$ cat src/rtl/core/pesp_pkg.sv
`default_nettype none
// ----------------------------------------------------------------------------
// pesp_pkg
// Types and codes shared by the printer escape sequence parser modules.
// ----------------------------------------------------------------------------
package pesp_pkg;

  localparam int BYTE_W  = 8;
  localparam int KIND_W  = 2;
  localparam int CNT_W   = 12;
  localparam int TOTAL_W = 11;

  // result kinds
  localparam logic [KIND_W-1:0] KIND_CHAR = 2'd0;
  localparam logic [KIND_W-1:0] KIND_INTL = 2'd1;
  localparam logic [KIND_W-1:0] KIND_GFX  = 2'd2;

  localparam logic [BYTE_W-1:0] ESC_BYTE = 8'd27;

  // command codes
  localparam logic [BYTE_W-1:0] CMD_NONE     = 8'd0;
  localparam logic [BYTE_W-1:0] CMD_EXP_ON   = 8'd14;
  localparam logic [BYTE_W-1:0] CMD_EXP_OFF  = 8'd15;
  localparam logic [BYTE_W-1:0] CMD_INTL_ON  = 8'd23;
  localparam logic [BYTE_W-1:0] CMD_INTL_OFF = 8'd24;
  localparam logic [BYTE_W-1:0] CMD_UL_ON    = 8'd25;
  localparam logic [BYTE_W-1:0] CMD_UL_OFF   = 8'd26;
  localparam logic [BYTE_W-1:0] CMD_SPC_12   = 8'h36;  // '6'
  localparam logic [BYTE_W-1:0] CMD_SPC_8    = 8'h39;  // '9'
  localparam logic [BYTE_W-1:0] CMD_GFX      = 8'h41;  // 'A'

  // international remaps
  localparam logic [BYTE_W-1:0] INTL_OFFSET  = 8'hA0;
  localparam logic [BYTE_W-1:0] INTL_GRAVE   = 8'd96;
  localparam logic [BYTE_W-1:0] INTL_LBRACE  = 8'd123;
  localparam logic [BYTE_W-1:0] INTL_TILDE   = 8'd126;
  localparam logic [BYTE_W-1:0] INTL_DEL     = 8'd127;
  localparam logic [BYTE_W-1:0] MAP_GRAVE    = 8'd161;
  localparam logic [BYTE_W-1:0] MAP_LBRACE   = 8'd196;
  localparam logic [BYTE_W-1:0] MAP_TILDE    = 8'd182;
  localparam logic [BYTE_W-1:0] MAP_DEL      = 8'd171;

  typedef struct packed {
    logic              valid;
    logic [KIND_W-1:0] kind;
    logic [BYTE_W-1:0] code;
    logic              expanded;
    logic              underline;
    logic              spacing_tight;
  } pesp_result_t;

endpackage
`default_nettype wire

$ cat src/rtl/core/pesp_in_reg.sv
`default_nettype none
// ----------------------------------------------------------------------------
// pesp_in_reg
// Input register stage: holds one received byte until the parser takes it.
// ----------------------------------------------------------------------------
module pesp_in_reg (
  input  wire logic                       clk,
  input  wire logic                       rst,
  input  wire logic                       s_tvalid,
  output logic                            s_tready,
  input  wire logic [pesp_pkg::BYTE_W-1:0] s_tdata,
  input  wire logic                       advance,
  output logic                            full,
  output logic [pesp_pkg::BYTE_W-1:0]     data_byte
);
  import pesp_pkg::*;

  // stage frees up in the same cycle its item moves on, nothing taken in reset
  assign s_tready = !rst && (!full || advance);

  always_ff @(posedge clk) begin
    if (rst) begin
      full <= 1'b0;
    end else if (s_tready) begin
      full <= s_tvalid;
    end
  end

  always_ff @(posedge clk) begin
    if (s_tvalid && s_tready) begin
      data_byte <= s_tdata;
    end
  end

endmodule
`default_nettype wire

$ cat src/rtl/core/pesp_parser.sv
`default_nettype none
// ----------------------------------------------------------------------------
// pesp_parser
// Escape sequence state and mode flags, and the decode of one byte per step.
// ----------------------------------------------------------------------------
module pesp_parser (
  input  wire logic                        clk,
  input  wire logic                        rst,
  input  wire logic                        step,
  input  wire logic [pesp_pkg::BYTE_W-1:0] data_byte,
  output pesp_pkg::pesp_result_t           result
);
  import pesp_pkg::*;

  logic               escape_active, escape_active_next;
  logic [BYTE_W-1:0]  command_code, command_code_next;
  logic [CNT_W-1:0]   byte_counter, byte_counter_next;
  logic [BYTE_W-1:0]  count_low_byte, count_low_byte_next;
  logic [TOTAL_W-1:0] column_total, column_total_next;
  logic               expanded_flag, expanded_flag_next;
  logic               underline_flag, underline_flag_next;
  logic               international_flag, international_flag_next;
  logic               tight_spacing_flag, tight_spacing_flag_next;

  logic [BYTE_W-1:0]  cmd_eff;
  logic [CNT_W-1:0]   cnt_eff;
  logic [TOTAL_W-1:0] total_new;
  logic               end_seq;
  logic               is_intl_code;

  always_comb begin
    escape_active_next      = escape_active;
    command_code_next       = command_code;
    byte_counter_next       = byte_counter;
    count_low_byte_next     = count_low_byte;
    column_total_next       = column_total;
    expanded_flag_next      = expanded_flag;
    underline_flag_next     = underline_flag;
    international_flag_next = international_flag;
    tight_spacing_flag_next = tight_spacing_flag;
    end_seq                 = 1'b0;
    result.valid            = 1'b0;
    result.kind             = KIND_CHAR;
    result.code             = data_byte;
    result.expanded         = expanded_flag;
    result.underline        = underline_flag;
    result.spacing_tight    = tight_spacing_flag;

    // first byte after escape is the command, later ones are counted
    cmd_eff   = (command_code == CMD_NONE) ? data_byte : command_code;
    cnt_eff   = (command_code == CMD_NONE) ? '0 : byte_counter + CNT_W'(1);
    total_new = {data_byte[2:0], count_low_byte};
    is_intl_code = (data_byte < 8'd32) || (data_byte == INTL_GRAVE) ||
                   (data_byte == INTL_LBRACE) || (data_byte == INTL_TILDE) ||
                   (data_byte == INTL_DEL);

    if (escape_active) begin
      command_code_next = cmd_eff;
      byte_counter_next = cnt_eff;
      unique case (cmd_eff)
        CMD_EXP_ON: begin
          expanded_flag_next = 1'b1;
          end_seq = 1'b1;
        end
        CMD_EXP_OFF: begin
          expanded_flag_next = 1'b0;
          end_seq = 1'b1;
        end
        CMD_INTL_ON: begin
          international_flag_next = 1'b1;
          end_seq = 1'b1;
        end
        CMD_INTL_OFF: begin
          international_flag_next = 1'b0;
          end_seq = 1'b1;
        end
        CMD_UL_ON: begin
          underline_flag_next = 1'b1;
          end_seq = 1'b1;
        end
        CMD_UL_OFF: begin
          underline_flag_next = 1'b0;
          end_seq = 1'b1;
        end
        CMD_SPC_12: begin
          tight_spacing_flag_next = 1'b0;
          end_seq = 1'b1;
        end
        CMD_SPC_8: begin
          tight_spacing_flag_next = 1'b1;
          end_seq = 1'b1;
        end
        CMD_GFX: begin
          priority if (cnt_eff == CNT_W'(0)) begin
            // command byte itself
          end else if (cnt_eff == CNT_W'(1)) begin
            count_low_byte_next = data_byte;
          end else if (cnt_eff == CNT_W'(2)) begin
            column_total_next = total_new;
            end_seq = (total_new == '0);
          end else begin
            result.valid = 1'b1;
            result.kind  = KIND_GFX;
            result.code  = {1'b0, data_byte[6:0]};
            end_seq = (cnt_eff >= ({1'b0, column_total} + CNT_W'(2)));
          end
        end
        default: begin
          end_seq = 1'b1;
        end
      endcase
    end else if (data_byte == ESC_BYTE) begin
      escape_active_next = 1'b1;
    end else if (international_flag && is_intl_code) begin
      result.valid = 1'b1;
      priority if (data_byte < 8'd27) begin
        result.kind = KIND_INTL;
      end else if (data_byte < 8'd32) begin
        result.code = data_byte + INTL_OFFSET;
      end else if (data_byte == INTL_GRAVE) begin
        result.code = MAP_GRAVE;
      end else if (data_byte == INTL_LBRACE) begin
        result.code = MAP_LBRACE;
      end else if (data_byte == INTL_TILDE) begin
        result.code = MAP_TILDE;
      end else begin
        result.code = MAP_DEL;
      end
    end else if (data_byte > 8'd31 && data_byte < 8'd127) begin
      result.valid = 1'b1;
    end

    if (end_seq) begin
      escape_active_next  = 1'b0;
      command_code_next   = CMD_NONE;
      byte_counter_next   = '0;
      count_low_byte_next = '0;
      column_total_next   = '0;
    end
  end

  always_ff @(posedge clk) begin
    if (rst) begin
      escape_active      <= 1'b0;
      command_code       <= CMD_NONE;
      byte_counter       <= '0;
      count_low_byte     <= '0;
      column_total       <= '0;
      expanded_flag      <= 1'b0;
      underline_flag     <= 1'b0;
      international_flag <= 1'b0;
      tight_spacing_flag <= 1'b0;
    end else if (step) begin
      escape_active      <= escape_active_next;
      command_code       <= command_code_next;
      byte_counter       <= byte_counter_next;
      count_low_byte     <= count_low_byte_next;
      column_total       <= column_total_next;
      expanded_flag      <= expanded_flag_next;
      underline_flag     <= underline_flag_next;
      international_flag <= international_flag_next;
      tight_spacing_flag <= tight_spacing_flag_next;
    end
  end

endmodule
`default_nettype wire

$ cat src/rtl/core/printer_escape_sequence_parser_unit.sv
`default_nettype none
// ----------------------------------------------------------------------------
// printer_escape_sequence_parser_unit
// Parses a host print byte stream into characters, table indexes and
// graphics columns, tracking the escape sequence state and print modes.
// ----------------------------------------------------------------------------
// datapath: input register, then one decode step into the result register
// throughput: one byte per cycle; a stalled result holds the input stage
// reset: synchronous rst clears the escape state, all mode flags and both
// stages; the first byte can be taken as soon as rst is low
module printer_escape_sequence_parser_unit (
  input  wire logic        clk,
  input  wire logic        rst,
  input  wire logic        s_tvalid,
  output logic             s_tready,
  input  wire logic [7:0]  s_tdata,   // [7:0] data_byte
  output logic             m_tvalid,
  input  wire logic        m_tready,
  output logic [15:0]      m_tdata,   // [7:0] code, [8] expanded, [9] underline,
                                      // [10] spacing_tight, [15:11] zero
  output logic [1:0]       m_tuser    // [1:0] kind
);
  import pesp_pkg::*;

  logic              in_full;
  logic [BYTE_W-1:0] in_byte;
  logic              advance;
  pesp_result_t      result;
  pesp_result_t      out_reg;

  // item moves into the result register when that register is empty or being read out
  assign advance = in_full && (!m_tvalid || m_tready);

  pesp_in_reg u_in_reg (
    .clk       (clk),
    .rst       (rst),
    .s_tvalid  (s_tvalid),
    .s_tready  (s_tready),
    .s_tdata   (s_tdata),
    .advance   (advance),
    .full      (in_full),
    .data_byte (in_byte)
  );

  pesp_parser u_parser (
    .clk       (clk),
    .rst       (rst),
    .step      (advance),
    .data_byte (in_byte),
    .result    (result)
  );

  always_ff @(posedge clk) begin
    if (rst) begin
      m_tvalid <= 1'b0;
    end else if (advance) begin
      m_tvalid <= result.valid;
    end else if (m_tready) begin
      m_tvalid <= 1'b0;
    end
  end

  always_ff @(posedge clk) begin
    if (advance && result.valid) begin
      out_reg <= result;
    end
  end

  assign m_tdata = {5'd0, out_reg.spacing_tight, out_reg.underline,
                    out_reg.expanded, out_reg.code};
  assign m_tuser = out_reg.kind;

  a_no_take_when_stalled: assert property (@(posedge clk) disable iff (rst)
    (in_full && m_tvalid && !m_tready) |-> !s_tready)
    else $error("input taken while both stages are held");

  a_intl_index_range: assert property (@(posedge clk) disable iff (rst)
    (m_tvalid && m_tuser == KIND_INTL) |-> (m_tdata[7:0] < 8'd27))
    else $error("table index out of range");

  a_gfx_seven_bits: assert property (@(posedge clk) disable iff (rst)
    (m_tvalid && m_tuser == KIND_GFX) |-> !m_tdata[7])
    else $error("graphics column wider than seven pins");

  a_char_range: assert property (@(posedge clk) disable iff (rst)
    (m_tvalid && m_tuser == KIND_CHAR) |->
      (m_tdata[7:0] >= 8'd32 && (m_tdata[7:0] < 8'd127 || m_tdata[7:0] >= 8'd160)))
    else $error("character code out of range");

  a_stall_holds: assert property (@(posedge clk) disable iff (rst)
    (m_tvalid && !m_tready) |=> (m_tvalid && $stable(m_tdata) && $stable(m_tuser)))
    else $error("held result changed");

endmodule
`default_nettype wire

$ cat config.mk
export PLATFORM = sky130hd
export DESIGN_NAME = printer_escape_sequence_parser_unit
export DESIGN_NICKNAME = d
export VERILOG_FILES = /design/src/rtl/core/pesp_pkg.sv /design/src/rtl/core/pesp_in_reg.sv /design/src/rtl/core/pesp_parser.sv /design/src/rtl/core/printer_escape_sequence_parser_unit.sv
export SDC_FILE = /design/constraint.sdc
export NUM_CORES = 1
export LEC_CHECK = 0
export BUFFER_PORTS_ARGS = -buffer_cell sky130_fd_sc_hd__clkbuf_2
export CAP_MARGIN = 25
export CELL_PAD_IN_SITES_DETAIL_PLACEMENT = 1
export CELL_PAD_IN_SITES_GLOBAL_PLACEMENT = 2
export CORE_UTILIZATION = 34
export CTS_CLUSTER_DIAMETER = 30
export CTS_CLUSTER_SIZE = 10
export DETAILED_ROUTE_END_ITERATION = 8
export PLACE_DENSITY_LB_ADDON = 0.1
export SLEW_MARGIN = 20
export SYNTH_ARGS = -nofsm -noshare
export SYNTH_HDL_FRONTEND = slang
export SYNTH_SLANG_ARGS = --single-unit
$ cat constraint.sdc
create_clock -name clk -period 3.4 [get_ports clk]
set_clock_uncertainty 0.15 [all_clocks]
set_input_delay 0.17 -clock clk [delete_from_list [all_inputs] [get_ports clk]]
set_output_delay 0.17 -clock clk [all_outputs]
set_load 0.02 [all_outputs]
# Yosys cells after proc, flatten, opt, wreduce, memory -nomap -nowiden
# Index checks and enable logic that the tools add are counted.
# word_totals
ff_bits	67
output_inout_bits	20
elab_cells	123
# op_classes
addsub	3
n_lt_le_gt_ge	5
eq_ne	18
n_mux	46
n_reduce_logical	34
# op_table
operator	count
$mux 11	12
$mux 8	11
$eq 8x5->1 const B	5
$eq 8x7->1 const B	5
$mux 12	3
$reduce_bool 2->1	9
$eq 8x4->1 const B	2
$eq 8x6->1 const B	2
$mux 1	13
$add 11x2->12 const B	1
$add 12x1->12 const B	1
$eq 12x1->1 const B	1
$eq 12x2->1 const B	1
$ge 12x12->1	1
$logic_not 12->1	1
$reduce_and 3->1	4
$logic_not 11->1	1
$mux 9	1
$add 8x8->8 const B	1
$gt 8x5->1 const B	1
$logic_not 8->1	1
$lt 8x5->1 const B	1
$lt 8x6->1 const B	1
$lt 8x7->1 const B	1
other kinds (10)	26

# Logic depth before layout (Yosys ltp)
# Gate-level depths: netlist (run 1).
# logic_depth
ltp_word	10
ltp_mapped	16
depth_no_buf	14

# Hierarchy
# From an unflattened synthesis (run 1), not the netlist that was laid out.
# hier_totals
hier_cells	420
hier_area_um2	3766.1
# modules_own_cells
mod	n_inst	cells_per_inst	area_per_inst_um2
pesp_parser	1	382	2962.8
printer_escape_sequence_parser_unit	1	25	503.0
pesp_in_reg	1	13	300.3

# Least setup slack after synthesis (run 1)
# No wires, ideal clock.
# synth_timing
path_kind	reg-to-reg
from	register u_parser.byte_counter[1]
to	register out_reg, in the netlist m_tdata[0], enable pin
setup_ps	387
arrival_ps	2886
setup_slack_ps	-23
stages_incl_launch_ff	9
path_cell_list	dfxtp_1 > ha_1 > and3_1 > and4_1 > o41ai_1 > or2_1 > buf_6 > o211ai_1 > a21oi_1
# synth_between
elab_chain_len	9
elab_cells_between_ends	11
cone_classes	1 x add/sub; 2 x eq/ne; 6 x mux; 2 x reduce/logical
# synth_rtl
item	line_no	source
from (decl)	pesp_parser.sv:17	logic [CNT_W-1:0] byte_counter, byte_counter_next;
from (signal assigned)	pesp_parser.sv:156	byte_counter <= byte_counter_next;
$add 12x1->12 (*)	pesp_parser.sv:51	cnt_eff = (command_code == CMD_NONE) ? '0 : byte_counter + CNT_W'(1);
$mux 12 (*)	pesp_parser.sv:51	
$eq 12x2->1	pesp_parser.sv:98	end else if (cnt_eff == CNT_W'(2)) begin
$mux 11	pesp_parser.sv:98	
$mux 11	pesp_parser.sv:96	end else if (cnt_eff == CNT_W'(1)) begin
$mux 11 (*)	pesp_parser.sv:94	priority if (cnt_eff == CNT_W'(0)) begin
$mux 11 (*)	pesp_parser.sv:60	unique case (cmd_eff)
$mux 11 (*)	pesp_parser.sv:57	if (escape_active) begin
$logic_and 1x1->1 (*)	printer_escape_sequence_parser_unit.sv:64	if (advance && result.valid) begin
to (signal assigned)	printer_escape_sequence_parser_unit.sv:65	out_reg <= result;
to (decl)	printer_escape_sequence_parser_unit.sv:29	pesp_result_t out_reg;
# Every way passes the cells marked *; elsewhere a longest branch is shown, timed or not.
# A chain may end at the register's enable or synchronous reset.

# Worst setup path after layout (run 1)
# layout_timing
from	register u_parser.byte_counter[0]
to	register u_parser.column_total[2]
# layout_between
elab_chain_len	10
elab_cells_between_ends	18
cone_classes	1 x add/sub; 1 x order compare; 4 x eq/ne; 7 x mux; 5 x reduce/logical
# layout_rtl
item	line_no	source
$add 12x1->12 (*)	pesp_parser.sv:51	
$mux 12 (*)	pesp_parser.sv:51	
$ge 12x12->1 / $eq 12x2->1 (equally long branches)	pesp_parser.sv:105, pesp_parser.sv:98	
$mux 1	pesp_parser.sv:98	
$mux 1	pesp_parser.sv:96	
$mux 1	pesp_parser.sv:94	
$mux 1	pesp_parser.sv:60	
$mux 1	pesp_parser.sv:57	
$ne 2x1->1 (no line) / $reduce_bool 2->1 (equally long branches)	-	
$reduce_and 6->1 (no line)	-	
to (signal assigned)	pesp_parser.sv:158	column_total <= column_total_next;
to (decl)	pesp_parser.sv:19	logic [TOTAL_W-1:0] column_total, column_total_next;
# Marked as above.

==> results of run 1 <==
## power by group through the flow
stage                     combinational [mW]  sequential, mW  clock (mW)
after global routing                  0.0906           0.843       0.640
after global placement                0.0718           0.861           0
after CTS                             0.0827           0.843       0.600
after detailed placement              0.0727           0.861           0
after floorplan                       0.0470           0.859           0
final                                 0.0831           0.842       0.583
## placed cells by master (no fill, tap or decap), drive strengths merged, types with 3 or more instances in the layout
cell         instances
and4                 3
nand2               22
and2                 6
a21oi               23
xor2                 8
nand3               20
ha                  15
a211oi               7
or3                  6
o21ai               20
dlygate4sd3         10
o31ai                6
a21o                 7
inv                 14
edfxtp              21
nor2b                3
clkbuf              37
nor4                 9
conb                 5
and3                 7
nor3                13
xnor2                8
nand2b               6
nor2                32
a22o                27
clkinv               4
dfxtp               46
nand4                7
buf                 58
a31oi               12
## state kept, by name, summed over array words and instances (netlist names)
| signal | count |
|---|---|
| u_parser.tight_spacing_flag | 1 |
| m_tuser | 2 |
| u_parser.escape_active | 1 |
| u_parser.byte_counter | 12 |
| u_parser.expanded_flag | 1 |
| u_parser.column_total | 11 |
| m_tdata | 11 |
| u_parser.count_low_byte | 8 |
| u_parser.underline_flag | 1 |
| u_in_reg.full | 1 |
| u_in_reg.data_byte | 8 |
| u_parser.command_code | 8 |
| u_parser.international_flag | 1 |
| m_tvalid | 1 |
## critical path, stage by stage (launching register included)
cell and delay [ns]:
dfxtp_2 0.37, buf_4 0.15, nand4_4 0.13, nor2_4 0.15, nand4_1 0.13, xnor2_1 0.24, nor2_2 0.08, ha_1 0.31
nand4_1 0.11, inv_1 0.07, a221oi_2 0.30, o31ai_2 0.14, o31ai_4 0.11, nand3_2 0.15, nor4_4 0.28, buf_4 0.21
a22o_1 0.13
## routing by layer
layer  global-route usage  vias up  part of all wire
li1                     -     1676                 -
met4               0.0538        0             0.011
met5                    0        -                 0
met3               0.0413       13             0.029
met1                0.278     1716              0.48
met2                0.329       44              0.48
## final timing paths
check | depth (start not counted) | start | slack (ns) | to
worst max-delay path | 16 | u_parser.byte_counter[0] | 0.13 | u_parser.column_total[2]
worst min-delay path | 2 | rst | 0.11 | u_parser.underline_flag
worst min register to register | 0 | u_parser.expanded_flag | 0.29 | m_tdata[8]
worst max register to register | 16 | u_parser.byte_counter[0] | 0.13 | u_parser.column_total[2]
## cell families after synthesis
logic type / after synthesis / synth area share
buffers and inverters: 41 / 0.0530
multiplexers: 3 / 0.00834
XOR/XNOR: 16 / 0.0374
flip-flops: 67 / 0.414
adder cells (fa/ha/maj): 15 / 0.0500
other: 1 / 0.00100
AND/OR/NAND/NOR: 142 / 0.206
AO/OA/AOI/OAI: 119 / 0.231
## stage by stage
stage,cell area (sq um),instances,TNS [ns]
3_3_place_gp,4290,589,-2.37
4_1_cts,4590,616,0
5_1_grt,4830,626,-0.456
3_5_place_dp,4290,589,-2.94
2_1_floorplan,3770,408,0
6_report,4830,626,0
## layout make-up
cell class	instances	share of cell area
multi-input combinational	300	0.457
tap	136	0.0352
timing repair buffer	94	0.141
clock inverter	5	0.00622
inverter	13	0.0101
clock buffer	11	0.0272
sequential	67	0.323
## repair_timing
item                                    4_1_cts  5_1_grt
setup buffers                                 1        9
endpoints found under the setup margin       26       49
gates resized for setup                       7       40
hold buffers                                 10        0
cloned                                        0        1
hold endpoints to repair                     10        0
pin swaps                                     2       19
==> flow_summary_export.csv, run 1 <==
group,metric,value,unit
grt,grt_start_max_net_pins,17,
worst_setup_path,arrival,3.41,ns
route,antenna_left,0,
worst_setup_path,end_kind,"register",
final_layout,antenna_cells,0,
sta,period_needed,3.27,ns
final_layout,multi_input_area,2210,sq um
clock_network,clock_sinks,67,
die,start_util,0.357,
power_and_ir_drop,seqPwrFrac,0.558,
logic_synthesis,synth_area,3750,sq um
worst_setup_path,worstSetupStartpointType,"register",
route,wirelength,11.3,mm
logic_synthesis,synth.most_common_cell,"dfxtp_1",
power_and_ir_drop,power_frac_comb,0.055,
power_and_ir_drop,ir_worst_vdd,0.000297,V
route,wl_per_cell,18.1,um
worst_setup_path,cp.required,3.54,ns
clock_network,path_clk_slew,0.07,ns
logic_synthesis,yosys.cell_types.count,63,
power_and_ir_drop,pwr-share-clk,0.387,
die,coreArea,10500,sq um
logic_synthesis,yosys.area.top_type,"dfxtp_1",
final_layout,layout.nets,512,
power_and_ir_drop,power.density,312,nW/um^2
sta,whs,0.111,ns
placed_design,gp_congestion,0.866,
sta,tightest_slew,0.729,ns
power_and_ir_drop,p_leak,1.87,nW
status,status,"complete, no violations",
sta,hold_viol,0,
logic_synthesis,yosys.area.top_type_share,0.245,
clock_network,htreeDepth,3,
logic_synthesis,synthTopCellsByArea,"dfxtp_1 25%, edfxtp_1 17%, a22o_1 6.3%, ha_1 5.0%, nor2_1 3.2%",
route,routed_via_density,5.51,
grt,antenna_found_initial,0,
logic_synthesis,ys_seq_area_frac,0.414,
clock_network,clk_latency,0.35,ns
sta,period_share,0.962,
route,drc,0,
die,boundaryPins,32,
clock_network,cts_root_buf,"clkbuf_8",
worst_setup_path,critical_path_class,"reg -> reg",
grt,gr-total-overflow,0,
power_and_ir_drop,p_sw,0.381,mW
hold_path,hold_path.class,"in -> reg",
final_layout,fillers,1196,
worst_setup_path,crit_path_max_fanout,6,
logic_synthesis,async_reset_ff_frac,0,
placed_design,place_ws,-0.168,ns
final_layout,drive_gt1_frac,0.288,
logic_synthesis,synth-edff-count,21,
logic_synthesis,synth_area_per_cell,9.28,sq um
power_and_ir_drop,p_total,1.51,mW
sta,setup_viol,0,
power_and_ir_drop,p_int,1.13,mW
grt,track_usage,0.204,
final_layout,final_core_util,0.460,
placed_design,numPortBuffers,26,
clock_network,clock_path_buffers,2,
logic_synthesis,yosys-top-cells-count,"46 x dfxtp_1, 32 x nor2_1, 27 x a22o_1",
placed_design,dp_hpwl,8.38,mm
die,die_area,11500,sq um
route,route.vias.total,3449,
route,dr.pass1.iters,4,
die,die_h,107,um
sta,max_slew_margin,0.512,
sta,setup_slack,0.128,ns
final_layout,syn_to_final_growth,28.8,%
grt,grt_pass1_wl,18.0,mm
route,dr.first_iter.drc_count,131,
logic_synthesis,synthCells,404,
logic_synthesis,ys_ff_latch,67,
grt,grt_pass1_vias,3443,
logic_synthesis,ys_warn_count,0,
logic_synthesis,synth-main-ff-cell,"dfxtp_1",
clock_network,cts_buffers,9,
sta,slew_violations,0,
sta,max_freq,0.306,GHz
power_and_ir_drop,swShare,0.253,
final_layout,register_area,1560,sq um
die,die_x,107,um
clock_network,cts_tree,"yes",
flow_run,max_cap_viol_count,0,
die,rows,37,
Note: power is estimated with default switching activity, not from simulation.
==> inputs of run 2 (changes only) <==
- PLACE_DENSITY: default -> 0.76
- PLACE_DENSITY_LB_ADDON: 0.1 -> default
==> run 2 against run 1 <==
Effect of this change:
- critical endpoint is now u_parser.count_low_byte[4]
- global-route usage increased by 0.098 points
- via count down 0.43%
- largest cell class unchanged
- die area unchanged
- register-to-register slack worse by 0.07 ns
- core utilization decreased by 0.88 points
- flip-flop and latch count did not move
- cell count down 1.6%
- combinational power decreased by 6.5%
- critical path depth decreased by 1
- sequential share of layout area up 0.79 points
- clock power is 12% higher
- clock-buffer cell count did not move
==> flow_summary_export.csv, run 2 (synthesis results as in run 1) <==
group,metric,value,unit
clock_network,cts_tree,"yes",
sta,whs,0.114,ns
final_layout,antenna_cells,0,
worst_setup_path,rr_worst_depth,15,
sta,setup_viol,0,
worst_setup_path,r2r_slack,0.06,ns
placed_design,dp_hpwl,8.28,mm
worst_setup_path,arrival,3.48,ns
worst_setup_path,reg2reg_from,"u_parser.byte_counter[2]",
sta,slew_violations,0,
clock_network,path_clk_slew,0.08,ns
route,wl_per_cell,18.4,um
worst_setup_path,crit_path_cell_trace,"nand4_4 > nor2_4 > nand4_1 > xnor2_2 > nor2_1 > ha_1 > nand4_1 > inv_1 > a221oi_4 > o31ai_4 > o31ai_4 > buf_4 > o211a_4 > and2_4 > a22o_1",
grt,track_usage,0.205,
hold_path,hold_path.class,"in -> reg",
clock_network,clk_latency,0.36,ns
die,die_area,11500,sq um
final_layout,drive_gt1_frac,0.260,
grt,grt_pass1_wl,17.9,mm
power_and_ir_drop,p_leak,1.81,nW
clock_network,cts_buffers,9,
die,rows,37,
route,wirelength,11.3,mm
die,die_x,107,um
clock_network,clock_sinks,67,
power_and_ir_drop,power.density,333,nW/um^2
die,start_util,0.357,
clock_network,cts_root_buf,"clkbuf_8",
grt,antenna_found_initial,0,
sta,period_needed,3.34,ns
sta,max_freq,0.300,GHz
flow_run,max_cap_viol_count,0,
final_layout,largest_reg_flops,12,
final_layout,final_cell_mix,"47 x buf_4, 41 x dfxtp_1, 30 x nor2_1, 27 x a22o_1, 26 x clkbuf_2",
worst_setup_path,crit_slowest_cell,"dfxtp_4",
sta,hold_viol,0,
power_and_ir_drop,ir_worst_vdd,0.000272,V
die,coreArea,10500,sq um
worst_setup_path,end_kind,"register",
worst_setup_path,cp.required,3.54,ns
power_and_ir_drop,p_total,1.58,mW
sta,max_slew_margin,0.532,
route,dr.pass1.iters,4,
route,route.vias.total,3434,
worst_setup_path,critPathBufInv,2,
clock_network,htreeDepth,3,
worst_setup_path,crit_path_max_fanout,8,
sta,tightest_slew,0.699,ns
final_layout,layout.nets,502,
worst_setup_path,worstSetupStartpointType,"register",
clock_network,clock_path_buffers,2,
final_layout,final_common_cell,"buf_4",
worst_setup_path,timing.rr.end,"u_parser.count_low_byte[4]",
route,antenna_left,0,
worst_setup_path,critPathTopFamily,"simple AND/OR/NAND/NOR gates",
grt,gr-total-overflow,0,
route,dr.first_iter.drc_count,149,
placed_design,gp_congestion,0.867,
final_layout,top_register,"u_parser.byte_counter",
hold_path,hold_path_end,"u_in_reg.full",
route,drc,0,
route,routed_via_density,5.57,
sta,period_share,0.981,
die,die_h,107,um
grt,grt_start_max_net_pins,17,
worst_setup_path,cp_num_cells,15,
status,status,"complete, no violations",
die,boundaryPins,32,
placed_design,numPortBuffers,26,
worst_setup_path,critical_path_class,"reg -> reg",
worst_setup_path,cp_slowest_stage_delay,0.39,ns
grt,grt_pass1_vias,3389,
hold_path,hp-start,"rst",
final_layout,syn_to_final_growth,26.3,%
hold_path,hold_depth,2,
==> run 2: changes by cell type in the layout (fill, tap and decap cells not counted), sizes merged <==
cell / previous run / this run
bufinv: 0 / 1
inv: 14 / 13
buf: 58 / 48
==> run 2: metal layers <==
layer | share of wire | GRT usage
met4 | 0.016 | 0.0685
met2 | 0.48 | 0.335
met5 | 0 | 0
met1 | 0.46 | 0.268
met3 | 0.037 | 0.0444
==> run 2: power breakdown <==
part / internal (mW) / total [mW] / switching (mW)
logic: 0.0301 / 0.0777 / 0.0476
registers: 0.829 / 0.843 / 0.0143
clock network: 0.337 / 0.654 / 0.318
==> run 2: stage by stage <==
stage | cells | TNS, ns | instance area (sq um) | setup WS (ns) | util
detailed placement | 584 | -1.05 | 4240 | -0.0791 | 0.403
CTS | 611 | 0 | 4550 | 0.0164 | 0.433
finish | 616 | 0 | 4740 | 0.0630 | 0.451
global route | 616 | -1.15 | 4740 | -0.0741 | 0.451
floorplan | 408 | 0 | 3770 | 0.0339 | -
global placement | 584 | 0 | 4240 | 0.00650 | 0.403
==> run 2: how the worst max path moves through the flow <==
stage | from | to | slack, ns
final | u_parser.byte_counter[2] | u_parser.count_low_byte[4] | 0.06
after floorplan | u_parser.command_code[1] | u_parser.count_low_byte[0] | 0.03
after global placement | u_parser.byte_counter[2] | u_parser.count_low_byte[7] | 0.006
after global routing | u_parser.byte_counter[1] | u_parser.count_low_byte[4] | -0.07
after CTS | u_parser.byte_counter[2] | u_parser.count_low_byte[4] | 0.02
after detailed placement | u_parser.byte_counter[0] | u_parser.count_low_byte[7] | -0.08
==> run 2: area by class of cell <==
type | instances | area, sq um
clock buffers | 11 | 131
clock inverters | 5 | 53.8
fillers | 1201 | 5770
inverters | 13 | 48.8
multi-input cells | 300 | 2170
flip-flops and latches | 67 | 1570
well taps | 136 | 170
repair buffers | 84 | 594
==> run 2: worst reg2reg max path: stages (launching register included) <==
cell	delay (ns)
dfxtp_4	0.39
nand4_4	0.17
nor2_4	0.15
nand4_1	0.18
xnor2_2	0.27
nor2_1	0.08
ha_1	0.35
nand4_1	0.13
inv_1	0.08
a221oi_4	0.34
o31ai_4	0.14
o31ai_4	0.10
buf_4	0.18
o211a_4	0.20
and2_4	0.21
a22o_1	0.13
==> run 2: timing repair <==
| action | 4_1_cts | 5_1_grt |
|---|---|---|
| setup buffers | 1 | 4 |
| hold buffers | 10 | 0 |
| setup endpoints to repair | 31 | 50 |
| gates cloned | 0 | 1 |
| hold endpoints to repair | 10 | 0 |
| resized for setup | 5 | 36 |
| pin swaps | 1 | 14 |
